$ cat src/hdl/cct_pkg.sv
`timescale 1ns / 1ps
// Package for the circle collision test core: item types, widths, helpers.
// No dependencies; every hdl file uses it through scoped names.
package cct_pkg;

  // other shape kinds
  localparam logic [1:0] KIND_CIRCLE = 2'd0;
  localparam logic [1:0] KIND_BOX    = 2'd1;

  localparam int SCALE_BITS = 8;
  localparam int NORM_BITS  = 14;
  localparam int MAG_W      = 34;              // |dx| <= 2^33
  localparam int SQ_W       = 2 * MAG_W;       // dx^2 + dy^2
  localparam int RAD_W      = 40;              // scaled radius sum
  localparam int RSQ_W      = 2 * RAD_W;
  localparam int DIST_W     = 35;              // floor(sqrt(SQ))
  localparam int QUO_W      = NORM_BITS + 1;   // normal magnitude <= 2^14
  localparam int PROD_W     = QUO_W + 31;

  typedef struct packed {
    logic [1:0]         action;
    logic signed [31:0] self_x;
    logic signed [31:0] self_y;
    logic [30:0]        self_radius;
    logic [15:0]        self_scale;
    logic signed [31:0] other_x;
    logic signed [31:0] other_y;
    logic [30:0]        other_radius;
    logic [30:0]        other_width;
    logic [30:0]        other_height;
    logic [15:0]        other_scale_x;
    logic [15:0]        other_scale_y;
  } in_t;

  typedef struct packed {
    logic               colliding;
    logic signed [31:0] hit_x;
    logic signed [31:0] hit_y;
    logic signed [15:0] normal_x;
    logic signed [15:0] normal_y;
    logic signed [31:0] depth;
  } out_t;

  // per-item context that rides along the pipeline
  typedef struct packed {
    logic [1:0]         kind;
    logic signed [31:0] base_x;     // other center (circle) or clamped point (box)
    logic signed [31:0] base_y;
    logic [30:0]        self_radius;
    logic               neg_x;
    logic               neg_y;
    logic [MAG_W-1:0]   mag_x;
    logic [MAG_W-1:0]   mag_y;
    logic [RAD_W-1:0]   rad;        // radius the distance is measured against
    logic               hit;
  } ctx_t;

  function automatic logic signed [31:0] sat32(input logic signed [41:0] v);
    logic signed [31:0] r;
    if (v > 42'sd2147483647) begin
      r = 32'sh7FFFFFFF;
    end else if (v < -42'sd2147483648) begin
      r = 32'sh80000000;
    end else begin
      r = v[31:0];
    end
    return r;
  endfunction

endpackage

$ cat src/hdl/cct_back.sv
`timescale 1ns / 1ps
// Back end: signed normals, circle contact point, depth, saturation.
// Two register stages, the second is the output register. Depends on cct_pkg.
module cct_back (
  input  logic                        clk_i,
  input  logic                        rst_ni,
  input  logic                        en_i,
  input  logic                        valid_i,
  input  cct_pkg::ctx_t               ctx_i,
  input  logic [cct_pkg::DIST_W-1:0]  dist_i,
  input  logic [cct_pkg::QUO_W-1:0]   qx_i,
  input  logic [cct_pkg::QUO_W-1:0]   qy_i,
  output logic                        valid_o,
  output cct_pkg::out_t               out_o
);

  localparam int PW = cct_pkg::PROD_W;

  logic [1:0] v_q;

  always_ff @(posedge clk_i or negedge rst_ni) begin
    if (!rst_ni) begin
      v_q <= '0;
    end else if (en_i) begin
      v_q <= {v_q[0], valid_i};
    end
  end

  // stage a: zero distance gives a zero normal
  logic [cct_pkg::QUO_W-1:0] nxq_w, nyq_w;
  assign nxq_w = (dist_i == '0) ? '0 : qx_i;
  assign nyq_w = (dist_i == '0) ? '0 : qy_i;

  cct_pkg::ctx_t              ctx_a_q;
  logic [cct_pkg::DIST_W-1:0] dist_a_q;
  logic signed [15:0]         nx_a_q, ny_a_q;
  logic [PW-1:0]              px_a_q, py_a_q;

  always_ff @(posedge clk_i) begin
    if (en_i) begin
      ctx_a_q  <= ctx_i;
      dist_a_q <= dist_i;
      nx_a_q   <= ctx_i.neg_x ? -$signed(16'(nxq_w)) : $signed(16'(nxq_w));
      ny_a_q   <= ctx_i.neg_y ? -$signed(16'(nyq_w)) : $signed(16'(nyq_w));
      px_a_q   <= PW'(nxq_w) * PW'(ctx_i.self_radius);
      py_a_q   <= PW'(nyq_w) * PW'(ctx_i.self_radius);
    end
  end

  // stage b: offset truncates toward zero, so shift the magnitude then sign it
  logic signed [41:0] offx_w, offy_w, bx_w, by_w, hx_w, hy_w, dep_w;
  cct_pkg::out_t      res_w;

  assign offx_w = $signed(42'(px_a_q[PW-1:cct_pkg::NORM_BITS]));
  assign offy_w = $signed(42'(py_a_q[PW-1:cct_pkg::NORM_BITS]));
  assign bx_w   = {{10{ctx_a_q.base_x[31]}}, ctx_a_q.base_x};
  assign by_w   = {{10{ctx_a_q.base_y[31]}}, ctx_a_q.base_y};
  assign hx_w   = ctx_a_q.neg_x ? (bx_w - offx_w) : (bx_w + offx_w);
  assign hy_w   = ctx_a_q.neg_y ? (by_w - offy_w) : (by_w + offy_w);
  assign dep_w  = $signed(42'(ctx_a_q.rad)) - $signed(42'(dist_a_q));

  always_comb begin
    res_w = '0;
    unique case (ctx_a_q.kind)
      cct_pkg::KIND_CIRCLE: begin
        res_w.colliding = ctx_a_q.hit;
        res_w.hit_x     = cct_pkg::sat32(hx_w);
        res_w.hit_y     = cct_pkg::sat32(hy_w);
        res_w.normal_x  = nx_a_q;
        res_w.normal_y  = ny_a_q;
        res_w.depth     = cct_pkg::sat32(dep_w);
      end
      cct_pkg::KIND_BOX: begin
        res_w.colliding = ctx_a_q.hit;
        res_w.hit_x     = ctx_a_q.base_x;
        res_w.hit_y     = ctx_a_q.base_y;
        res_w.normal_x  = nx_a_q;
        res_w.normal_y  = ny_a_q;
        res_w.depth     = cct_pkg::sat32(dep_w);
      end
      default: begin
        res_w = '0;
      end
    endcase
  end

  cct_pkg::out_t out_q;

  always_ff @(posedge clk_i) begin
    if (en_i) begin
      out_q <= res_w;
    end
  end

  assign valid_o = v_q[1];
  assign out_o   = out_q;

endmodule

$ cat config.mk
export PLATFORM = sky130hd
export DESIGN_NAME = cct_back
export DESIGN_NICKNAME = d
export VERILOG_FILES = /design/src/hdl/cct_pkg.sv /design/src/hdl/cct_back.sv
export SDC_FILE = /design/constraint.sdc
export NUM_CORES = 2
export LEC_CHECK = 0
export BUFFER_PORTS_ARGS = -buffer_cell sky130_fd_sc_hd__buf_2
export CAP_MARGIN = 25
export CORE_UTILIZATION = 39
export DETAILED_ROUTE_END_ITERATION = 7
export PLACE_DENSITY = 0.55
export SYNTH_ARGS = -nofsm -noshare
export SYNTH_HDL_FRONTEND = slang
export SYNTH_SLANG_ARGS = --single-unit
$ cat constraint.sdc
create_clock -name clk_i -period 5.21 [get_ports clk_i]
set_clock_uncertainty 0.1 [all_clocks]
set_input_delay 0.521 -clock clk_i [delete_from_list [all_inputs] [get_ports clk_i]]
set_output_delay 0.521 -clock clk_i [all_outputs]
set_load 0.05 [all_outputs]
Word-level counts from Yosys, hierarchy flattened
Cells that the tools add are included.
Widths: inputs -> output; s select.

storage, ports and cells
  register bits after elaboration = 399
  input port bits = 277
  output and inout bits = 130

operators by class
  add/subtract/negate cells = 7
  multipliers = 2
  magnitude comparators = 6
  equality and inequality tests = 1
  mux-type cells = 13
  reduce and logical (&&, ||, !) cells = 2

operator list
  kind                  count
  $pmux 129 s2          1
  $mux 32               6
  $mul 15x31->46        2
  $gt 42x32->1 const B  2
  $lt 42x32->1 const B  2
  $mux 42               2
  $add 32x33->34        2
  $sub 32x33->34        2
  $mux 15               4
  $gt 41x32->1 const B  1
  $lt 41x32->1 const B  1
  $sub 40x35->41        1
  $logic_not 35->1      1
  $neg 15->16           2
  $eq 2x1->1 const B    1
  $logic_not 2->1       1

Depth between registers and ports, before layout
  word-level depth = 6
  mapped depth = 34
  mapped depth without buffers = 28

Worst setup path before layout
OpenSTA, ideal clock, no wires.

  path kind = input to register
  start point = input dist_i[11] (netlist name)
  end point = register px_a_q[44], data pin
  setup time = 0.258 ns
  arrival time = 8.122 ns
  path slack = -3.270 ns
  stages = 32
  buffers on the path = 6
  path through = nor4_1 > nand4_1 > or3_1 > buf_2 > buf_2 > clkbuf_1 > clkbuf_1 > clkbuf_1 > clkbuf_1 > and3_1 > fa_1 > inv_1 > fa_1 > inv_1 > fa_1 > inv_1 > fa_1 > inv_1 > fa_1 > fa_1 > ha_1 > nand4_1 > nor4_1 > o311ai_1 > a31oi_1 > o22ai_1 > o311ai_2 > a21oi_2 > o21ba_2 > o21ai_0 > a21oi_1 > xnor2_1

on the way
  cells in the longest elaborated chain, start to end = 3

ends and longest elaborated chain
  item                  line            RTL
  from (decl)           cct_back.sv:10  input logic [cct_pkg::DIST_W-1:0] dist_i,
  $logic_not 35->1      cct_back.sv:31  assign nxq_w = (dist_i == '0) ? '0 : qx_i;
  $mux 15               cct_back.sv:31
  $mul 15x31->46        cct_back.sv:45  px_a_q <= PW'(nxq_w) * PW'(ctx_i.self_radius);
  to (signal assigned)  cct_back.sv:45
  to (decl)             cct_back.sv:37  logic [PW-1:0] px_a_q, py_a_q;

Every way passes these cells.
A chain may end at the register's enable or synchronous reset.

Worst setup path after layout
  start point = input dist_i[26] (netlist name)
  end point = register px_a_q[45], data pin

The elaborated chain is that of the path after synthesis.

==> flow_summary.ini <==
[logic_synthesis]
syn_nets = 6467
ys_top_cells_by_area = fa_1 30%, edfxtp_1 22%, ha_1 8.0%, and3_1 6.9%, inv_1 6.7%
dominantRegCellSynth = edfxtp_1
ys_seq_area_frac = 0.224
async_flop_share = 0.00539
syn_area_per_cell_um2 = 9.71
ys_types = 95
synth_edf_count = 369
synth_warnings = 0
netlist_area_um2 = 49700
yosysTopAreaCellShare = 0.303
syn_inst = 5120
synth_area_leader_cell = fa_1
ys_ff_latch = 371

[min_path]
hp-start = ctx_i[0]
hold_path_depth = 1
holdPathEnd = ctx_a_q[0]
hp-class = in -> reg

[grt]
grt-ovfl-total = 0
grt_max_degree = 98
antenna_found_initial = 15
grt_pass1_vias = 41500
grt_pass1_wl_um = 238000
grt_use_total = 0.237

[route]
routedWlPerCell_um = 20.1
drt.antenna.violating_nets = 0
drcViolationCount = 0
wl_um = 155000
first_pass_iters = 5
drtIter0Drc = 2877
vias_per_cell = 5.26
vias = 40500

[timing]
rsz0062_at_grt = true
final-hold-violation-count = 0
setup_ws_ps = -2450
max_freq_mhz = 131
setup_viol = 64
worst_pin_slew_ps = 791
slew_headroom = 0.471
post-route-period-util = 1.47
drv_slew = 0
fin_crit_ps = 7660

[clock_tree]
cts_sinks = 371
htree_levels = 2
clockRootBuffer = clkbuf_16
numCtsBuffers = 45
cts.clk_slew.worst_paths_ps = 60
clk_latency_ps = 630
cts_tree = yes
clock_path_buffers = 3

[layout]
multi_input_area_um2 = 35700
fin_area_um2 = 63200
syn_to_final_growth_pct = 27.1
ff_latch_area_um2 = 11100
nFillCells = 11600
drive_above_1_share = 0.245
fin_nets = 7349
final_common_cell = inv_1
layout_common_cells = 851 x inv_1, 743 x fa_1, 565 x buf_4
final_cells = 7695
final_util = 0.501

[place]
dp_cells = 7388
place.gp.congestion = 0.907
hpwl_um = 123000
dpl_worst_slack_ps = -3490
port_buffers = 338
placed_area_um2 = 57700

[floorplan]
start_util = 0.394
rows = 130
core_um2 = 126000
fp.dieW_um = 359
die-height_um = 359
io_pins = 407
die-area_um2 = 129000

[status]
status = finished, violations left
violations = setup timing

[worst_setup_path]
ff2ff_path_depth = 19
r2r-start = py_a_q[19]
end_kind = flop
crit_required_ps = 5460
critical_path.most_common_cell = fa_1
worstSetupPathType = in -> reg
crit_slowest_cell = fa_1
timing.rr.end = out_o[93]
worstPathArrival_ps = 7900
reg2reg_slack_ps = 170
slowest_delay_ps = 560
start_kind = primary input
critPathMaxFanout = 6

[job]
drv_cap = 0
-- layer usage --
metal  share of wire  GRT usage
met1            0.43      0.325
met2            0.48      0.391
met3           0.069     0.0404
met4           0.020     0.0517
met5         0.00035          0
-- cell type report --
class / instances / area share
multi-input combinational: 3542 / 0.565
clock inverter: 34 / 0.00596
timing repair buffer: 1154 / 0.149
sequential: 371 / 0.176
antenna: 7 / 0.000277
inverter: 888 / 0.0528
clock buffer: 49 / 0.0181
tap: 1650 / 0.0327
-- metrics by stage --
step | hold WS [ps] | TNS [ps]
global route | 15.2 | -141910
detailed placement | 207 | -190880
floorplan | 125 | -139750
finish | 28.4 | -128430
global placement | 207 | -187410
CTS | 3.95 | -123570
-- sequential cells by signal, summed over array words and instances (netlist names) --
| signal | count |
|---|---|
| bx_w | 32 |
| by_w | 32 |
| ctx_a_q | 45 |
| dist_a_q | 35 |
| nx_a_q | 16 |
| ny_a_q | 16 |
| out_o | 129 |
| px_a_q | 32 |
| py_a_q | 32 |
| v_q | 2 |
-- worst max path at each step --
stage                     from    endpoint  slack [ps]  cells after the start
floorplan           dist_i[33]  px_a_q[40]       -2710                     32
global placement    dist_i[17]  py_a_q[37]       -3400                     31
detailed placement  dist_i[17]  py_a_q[37]       -3490                     31
CTS                 dist_i[12]  px_a_q[45]       -2380                     31
global route        dist_i[26]  py_a_q[37]       -2670                     33
finish              dist_i[26]  px_a_q[45]       -2450                     32
-- cells in the mapped netlist (11+ instances only) --
| cell type | instances |
|---|---|
| xor2_1 | 56 |
| nor2b_1 | 50 |
| nand4_1 | 41 |
| buf_2 | 17 |
| nor4_1 | 23 |
| fa_1 | 751 |
| inv_1 | 888 |
| o21ai_0 | 98 |
| a221oi_1 | 13 |
| a221o_1 | 60 |
| and2_1 | 35 |
| nor3_1 | 33 |
| clkbuf_1 | 281 |
| nand3_1 | 49 |
| o21ai_1 | 11 |
| o211ai_1 | 11 |
| and3_1 | 552 |
| ha_1 | 319 |
| nand2b_1 | 25 |
| a21o_1 | 97 |
| o21ai_2 | 16 |
| a211oi_1 | 17 |
| o21a_1 | 18 |
| nor2_1 | 145 |
| edfxtp_1 | 369 |
| or3_1 | 21 |
| o21bai_1 | 27 |
| a21oi_1 | 199 |
| nand2_1 | 522 |
| xnor2_1 | 190 |
| a31oi_1 | 19 |
-- cell families (layout without fill, tap and decap cells) --
group	after synthesis	in the layout	synth area share
AOI/OAI and AO/OA	680	680	0.0943
xor gates and xnor gates	247	247	0.0437
adders and majority gates	1070	1070	0.383
buffers and inverters	1208	2125	0.0931
DFF	371	371	0.224
muxes	8	8	0.00166
other	0	7	0
and+or+nand+nor	1536	1537	0.161
-- repair_timing --
item | CTS | global route
setup endpoints to repair | 73 | 126
hold buffers | 125 | 0
pin swaps | 92 | 172
resized for setup | 176 | 234
buffers inserted | 35 | 49
cloned | 12 | 9
hold endpoints to repair | 126 | 0
-- critical path: cells and delay by family --
kind / cells / cell delay, ps
buf+inv: 9 / 980
compound gates: 10 / 1860
fa+ha+maj: 7 / 2980
simple gates: 5 / 1370
xor+xnor: 1 / 140
Power is not shown: default switching activity piles up to over one toggle a cycle in this logic, so the estimate is an artifact.
